**src/rtl/core/bsrc_pkg.sv**
```systemverilog
// Package of the bank-switched RAM card: sizes, item types and shared structs.
// Depends on nothing; bsrc_decode, the top level and the checker refer to it by scoped names.
package bsrc_pkg;

  localparam int ADDR_W      = 14;
  localparam int DATA_W      = 8;
  localparam int BANK_BYTES  = 4096;
  localparam int UPPER_BYTES = 8192;
  localparam int BANK_DEPTH  = 2 * BANK_BYTES;
  localparam int BANK_AW     = $clog2(BANK_DEPTH);
  localparam int UPPER_AW    = $clog2(UPPER_BYTES);
  localparam int CLR_DEPTH   = (BANK_DEPTH > UPPER_BYTES) ? BANK_DEPTH : UPPER_BYTES;
  localparam int CLR_W       = $clog2(CLR_DEPTH + 1);
  localparam int ODD_W       = 2;
  localparam logic [ODD_W-1:0] ODD_SAT = ODD_W'(2);

  localparam logic ACT_SWITCH = 1'b0;

  typedef struct packed {
    logic              action;
    logic [ADDR_W-1:0] address;
    logic [DATA_W-1:0] data;
    logic              is_write;
  } in_item_t;

  typedef struct packed {
    logic [DATA_W-1:0] read_data;
    logic              inhibit_rom;
    logic              read_on;
    logic              write_on;
    logic              bank_sel;
  } out_item_t;

  typedef struct packed {
    logic read_on;
    logic write_on;
    logic bank_sel;
  } mode_t;

  typedef struct packed {
    logic                bank_we;
    logic                bank_re;
    logic                upper_we;
    logic                upper_re;
    logic [BANK_AW-1:0]  bank_idx;
    logic [UPPER_AW-1:0] upper_idx;
    logic [DATA_W-1:0]   wdata;
  } mem_req_t;

  typedef enum logic {
    CLR_SWEEP,
    CLR_READY
  } clr_state_t;

endpackage

```
**src/rtl/core/bsrc_decode.sv**
```systemverilog
// Soft-switch registers and window decode of the bank-switched RAM card.
// Depends on bsrc_pkg; issues the RAM request, if any, for each accepted window item.
module bsrc_decode (
  input  logic              clk,
  input  logic              rst_n,
  input  logic              accept,
  input  bsrc_pkg::in_item_t item,
  output bsrc_pkg::mem_req_t req,
  output bsrc_pkg::mode_t    mode_post
);

  logic [bsrc_pkg::ODD_W-1:0]  cnt_r;
  logic [bsrc_pkg::ODD_W-1:0]  cnt_nxt;
  bsrc_pkg::mode_t             mode_r;
  bsrc_pkg::mode_t             mode_nxt;
  logic                        in_bank;
  logic                        in_upper;
  logic [bsrc_pkg::ADDR_W-1:0] upper_off;
  logic                        win;

  always_comb begin
    cnt_nxt  = cnt_r;
    mode_nxt = mode_r;
    if (accept && (item.action == bsrc_pkg::ACT_SWITCH)) begin
      if (item.address[0] && !item.is_write) begin
        cnt_nxt = (cnt_r == bsrc_pkg::ODD_SAT) ? cnt_r : cnt_r + 1'b1;
      end else begin
        cnt_nxt = '0;
      end
      if (cnt_nxt == bsrc_pkg::ODD_SAT) begin
        mode_nxt.write_on = 1'b1;
      end
      if (!item.address[0]) begin
        mode_nxt.write_on = 1'b0;
      end
      mode_nxt.read_on  = ~(item.address[1] ^ item.address[0]);
      mode_nxt.bank_sel = ~item.address[3];
    end
  end

  always_ff @(posedge clk) begin
    if (!rst_n) begin
      cnt_r           <= '0;
      mode_r.read_on  <= 1'b0;
      mode_r.write_on <= 1'b1;
      mode_r.bank_sel <= 1'b1;
    end else begin
      cnt_r  <= cnt_nxt;
      mode_r <= mode_nxt;
    end
  end

  assign mode_post = mode_nxt;

  always_comb begin
    in_bank   = item.address < bsrc_pkg::ADDR_W'(bsrc_pkg::BANK_BYTES);
    upper_off = item.address - bsrc_pkg::ADDR_W'(bsrc_pkg::BANK_BYTES);
    in_upper  = !in_bank && (upper_off < bsrc_pkg::ADDR_W'(bsrc_pkg::UPPER_BYTES));
    win       = accept && (item.action != bsrc_pkg::ACT_SWITCH);

    req.bank_idx  = bsrc_pkg::BANK_AW'(item.address)
                  + (mode_r.bank_sel ? bsrc_pkg::BANK_AW'(bsrc_pkg::BANK_BYTES) : '0);
    req.upper_idx = bsrc_pkg::UPPER_AW'(upper_off);
    req.wdata     = item.data;
    req.bank_re   = win && in_bank && mode_r.read_on && !item.is_write;
    req.upper_re  = win && in_upper && mode_r.read_on && !item.is_write;
    req.bank_we   = win && in_bank && mode_r.write_on && item.is_write;
    req.upper_we  = win && in_upper && mode_r.write_on && item.is_write;
  end

endmodule

```
**config.mk**
```make
export PLATFORM = sky130hd
export DESIGN_NAME = bsrc_decode
export DESIGN_NICKNAME = d
export VERILOG_FILES = /design/src/rtl/core/bsrc_pkg.sv /design/src/rtl/core/bsrc_decode.sv
export SDC_FILE = /design/constraint.sdc
export NUM_CORES = 1
export LEC_CHECK = 0
export ABC_AREA = 1
export BUFFER_PORTS_ARGS = -buffer_cell sky130_fd_sc_hd__buf_2
export CORE_AREA = 2 2 46 48
export DETAILED_ROUTE_END_ITERATION = 6
export DIE_AREA = 0 0 48 50
export PLACE_DENSITY = 0.75
export SLEW_MARGIN = 25
export SYNTH_ARGS = -nofsm -noshare
export SYNTH_HDL_FRONTEND = slang
export SYNTH_SLANG_ARGS = --single-unit
export TNS_END_PERCENT = 10
```
**constraint.sdc**
```tcl
create_clock -name clk -period 1.3 [get_ports clk]
set_input_delay 0.065 -clock clk [delete_from_list [all_inputs] [get_ports clk]]
set_output_delay 0.065 -clock clk [all_outputs]
set_load 0.05 [all_outputs]
```
# Word level (Yosys, flattened, before mapping)
# Cells that the tools add are included.
# W data, S select, Z words.
[classes]
add_sub_neg = 3
order_cmp = 2
eq_ne = 2
muxes = 7
bitwise_logic = 4
n_reduce_logical = 16
[ops]
columns = ["cell", "count"]
rows = [
  ["$logic_and A1 B1 Y1", 14],
  ["$lt A14 B13 Y1 const B", 1],
  ["$lt A14 B14 Y1 const B", 1],
  ["$sub A14 B13 Y14 const B", 1],
  ["$add A13 B13 Y13", 1],
  ["$mux W13", 1],
  ["$mux W2", 3],
  ["$eq A2 B2 Y1 const B", 2],
  ["$mux W3", 1],
  ["$not A1 Y1", 3],
  ["$add A2 B1 Y2 const B", 1],
  ["$logic_not A1 Y1", 2],
  ["$mux W1", 2],
  ["$xor A1 B1 Y1", 1],
]
[totals]
register_bits = 5
in_bits = 27
output_inout_bits = 41
wordCells = 38

# Logic depth before layout (Yosys ltp)
[depth]
ltp_word = 8
depth_mapped = 8

# Worst setup path after synthesis
# OpenSTA, ideal clock, no wires.
[synth_path]
kind = "input -> output"
startpoint = "input item[21] (netlist bit)"
endpoint = "output req[34] (netlist bit)"
t_arrival_ns = 1.755
path_slack_ns = -0.520
cell_stages = 4
cell_sequence = "inv_1 > ha_1 > nand3_1 > nor3_1"
[synth_lines]
columns = ["item", "line", "source"]
rows = [
  ["start, declared", "bsrc_decode.sv:7", "input bsrc_pkg::in_item_t item,"],
  ["end, declared", "bsrc_decode.sv:8", "output bsrc_pkg::mem_req_t req,"],
]

==> reports/qor.yml <==
cap_violations: 0
final-setup-viol-count: 1
yosysSeqAreaShare_pct: 17.5
antenna_left: 0
grt_overflow_total: 0
synth-edff-count: 0
path_cells: "inv_2 > ha_4 > nand3_4 > nor2_4 > nand2_1 > nand2_1 > nand2_1 > inv_1 > buf_6"
coreArea_um2: 1900
grt_max_degree: 10
hp-class: "in -> reg"
rrSetupSlack_ns: 0.24
critPathLaunch: "cnt_r[1]"
cpMostUsedCell: "nand2_1"
synthTopCellsByArea: "buf_4 42%, dfxtp_1 18%, inv_1 8.6%, nand2_1 4.6%, ha_1 4.4%"
cts_buffers: 3
antenna_found_initial: 0
gp_congestion: 0.789
place_inst: 100
syn_to_final_growth_pct: -1.97
synthFlopType: "dfxtp_1"
max_freq_mhz: 676
fill_cells: 213
cts_sinks: 5
powerDensity_nw_per_um2: 970
failed_checks: "setup timing"
synth_warnings: 0
max_slew_margin_pct: 82.6
synth-async-reset-ratio_pct: 0
synth_top_cell_area_share_pct: 42.1
synthTopCellsByCount: "32 x buf_4, 13 x inv_1, 7 x nand2_1, 5 x dfxtp_1, 5 x nor2_1"
grt_pass1_vias: 395
grt.busiest_layer: "met2"
grt_use_met1_pct: 9.87
antenna_cells: 0
cts_buffer_depth: 2
crit_required_ns: 1.24
critPathKind: "reg -> out"
final_cells: 104
use_met2_pct: 16.9
hold_viol_final: 0
dpl_cell_area_um2: 504
nNetsFinal: 107
io_pins: 68
cts_max_level: 1
synth_area_leader_cell: "buf_4"
yosysMostFrequentCell: "buf_4"
vias: 419
slew_viol_final: 0
fin_worst_hold_slack_ns: 0.0237
clockRootBuffer: "clkbuf_4"
met3_usage_pct: 2.93
ir_drop_v: 0.000511
clk_latency_ns: 0.24
cp-start-kind: "flop"
postCtsSetupBuffers: 0
post_drt_wl_per_cell_um: 11.4
yosysUniqueCellTypes: 17
fin_crit_ns: 1.48
max_stage_delay_ns: 0.33
syn_nets: 110
first_iter_violations: 6
utilization_pct: 29.4
syn-cell-area_um2: 571
final_area_um2: 559
fin_crit_sh_pct: 114
finalClockSkew_ns: 0.00106
synthCells: 81
dieArea_um2: 2400
regArea_um2: 103
min_path_cells: 2
rows: 16
final.setup.tns_ns: -0.180
start_util_pct: 30.0
outcome: "complete, but fails checks"
cp.arrival_ns: 1.42
worst_setup_path_end_kind: "primary output"
wirelength_mm: 1.19
cts_tree: "done"
r2r_end: "mode_r[1]"
drive_gt1_share_pct: 51.9
cp_slowest_cell: "dfxtp_2"
r2r_cells: 8
syn_avg_cell_area_um2: 7.04
r2r_start: "cnt_r[1]"
dr.pass1.iters: 4
worst-slew-pin-transition_ns: 0.264
cts_hold_buffers: 0
synth-seq-cells: 5
grt_use_total_pct: 10.4
crit_fanout: 2
via_per_inst: 4.03
path_clk_slew_ns: 0.04
route.detailed.drc: 0
endpoint: "mode_post[1]"
multi_input_comb_area_um2: 218
grt_setup_unrepaired: "true"
io_buffers: 24
fp.dieH_um: 50
die_x_um: 48
dp.final_hpwl_mm: 1.02
grt_pass1_wl_mm: 1.74
setup_ws_ns: -0.180
power_leakage_nw: 0.299
cell usage in the layout (no fill, tap or decap):
| master | synthesis | routed |
|---|---|---|
| buf_2 | 0 | 23 |
| inv_1 | 13 | 11 |
| nand2_1 | 7 | 7 |
| nor2_1 | 5 | 5 |
| nor3_2 | 0 | 4 |
| inv_2 | 1 | 3 |
| nand3_1 | 3 | 3 |
| clkbuf_4 | 0 | 3 |
| dfxtp_1 | 5 | 3 |
| a21oi_1 | 2 | 2 |
| dfxtp_2 | 0 | 2 |
| nand2_4 | 1 | 1 |
| nand3_4 | 0 | 1 |
| nor2_4 | 1 | 1 |
| xor2_1 | 1 | 1 |
| o21a_1 | 1 | 1 |
| xnor2_1 | 1 | 1 |
| o21ai_1 | 1 | 1 |
| ha_4 | 0 | 1 |
| ha_1 | 2 | 1 |
| clkbuf_1 | 0 | 1 |
| buf_6 | 0 | 1 |
metal layers:
layer,vias to the layer above,wire (µm)
met2,25,566
li1,204,-
met5,-,0
met4,0,82
met3,12,144
met1,178,393
worst min-delay path by stage:
stage,start,to,slack [ns]
2_1_floorplan,rst_n,mode_r[0],0.13
3_3_place_gp,item[2],req[1],0.13
3_5_place_dp,item[2],req[1],0.13
4_1_cts,rst_n,mode_r[1],0.02
5_1_grt,rst_n,mode_r[0],0.02
6_report,rst_n,mode_r[1],0.02
power by group:
group	switching [mW]	internal, mW	total, mW	leakage (nW)
clock network	0.0615	0.116	0.177	0.0150
registers	0.00286	0.161	0.164	0.0419
logic	0.150	0.0509	0.201	0.242
final cells by class:
cell class              count  share of cell area, %
well taps                  27                   6.04
multi-input cells          30                   38.9
clock buffers               4                   4.70
flip-flops and latches      5                   18.3
repair buffers             24                   22.6
inverters                  14                   9.40
repair_timing:
item / CTS / global route
cloned: 0 / 0
resized for setup: 8 / 0
pin swaps: 2 / 1
setup endpoints to repair: 1 / 1
hold endpoints to repair: 0 / 0
worst max-delay path: cells and delay by family, from the launching register on:
| kind | cells | cell delay [ns] |
|---|---|---|
| flops | 1 | 0.33 |
| simple gates | 5 | 0.32 |
| buf+inv | 3 | 0.27 |
| fa+ha+maj | 1 | 0.26 |
sequential cells by signal, indices dropped and copies added (netlist names):
| name | cells |
|---|---|
| mode_r | 3 |
| cnt_r | 2 |
cell families (layout without fill, tap and decap cells):
| logic type | count (synthesis) | in the layout | share of synthesized area [%] |
|---|---|---|---|
| fa+ha+maj | 2 | 2 | 4.39 |
| xor+xnor | 2 | 2 | 3.07 |
| flops | 5 | 5 | 17.5 |
| buf+inv | 46 | 42 | 51.3 |
| simple gates | 22 | 22 | 19.7 |
| compound gates | 4 | 4 | 3.95 |
per-stage QoR:
| stage | setup slack, ns | power (mW) |
|---|---|---|
| after detailed placement | -0.0731 | 0.362 |
| after global placement | -0.0134 | 0.358 |
| final | -0.180 | 0.542 |
| after floorplan | -0.120 | 0.535 |
| after CTS | -0.227 | 0.554 |
| after global routing | -0.266 | 0.578 |
(Power assumes the default switching activity.)
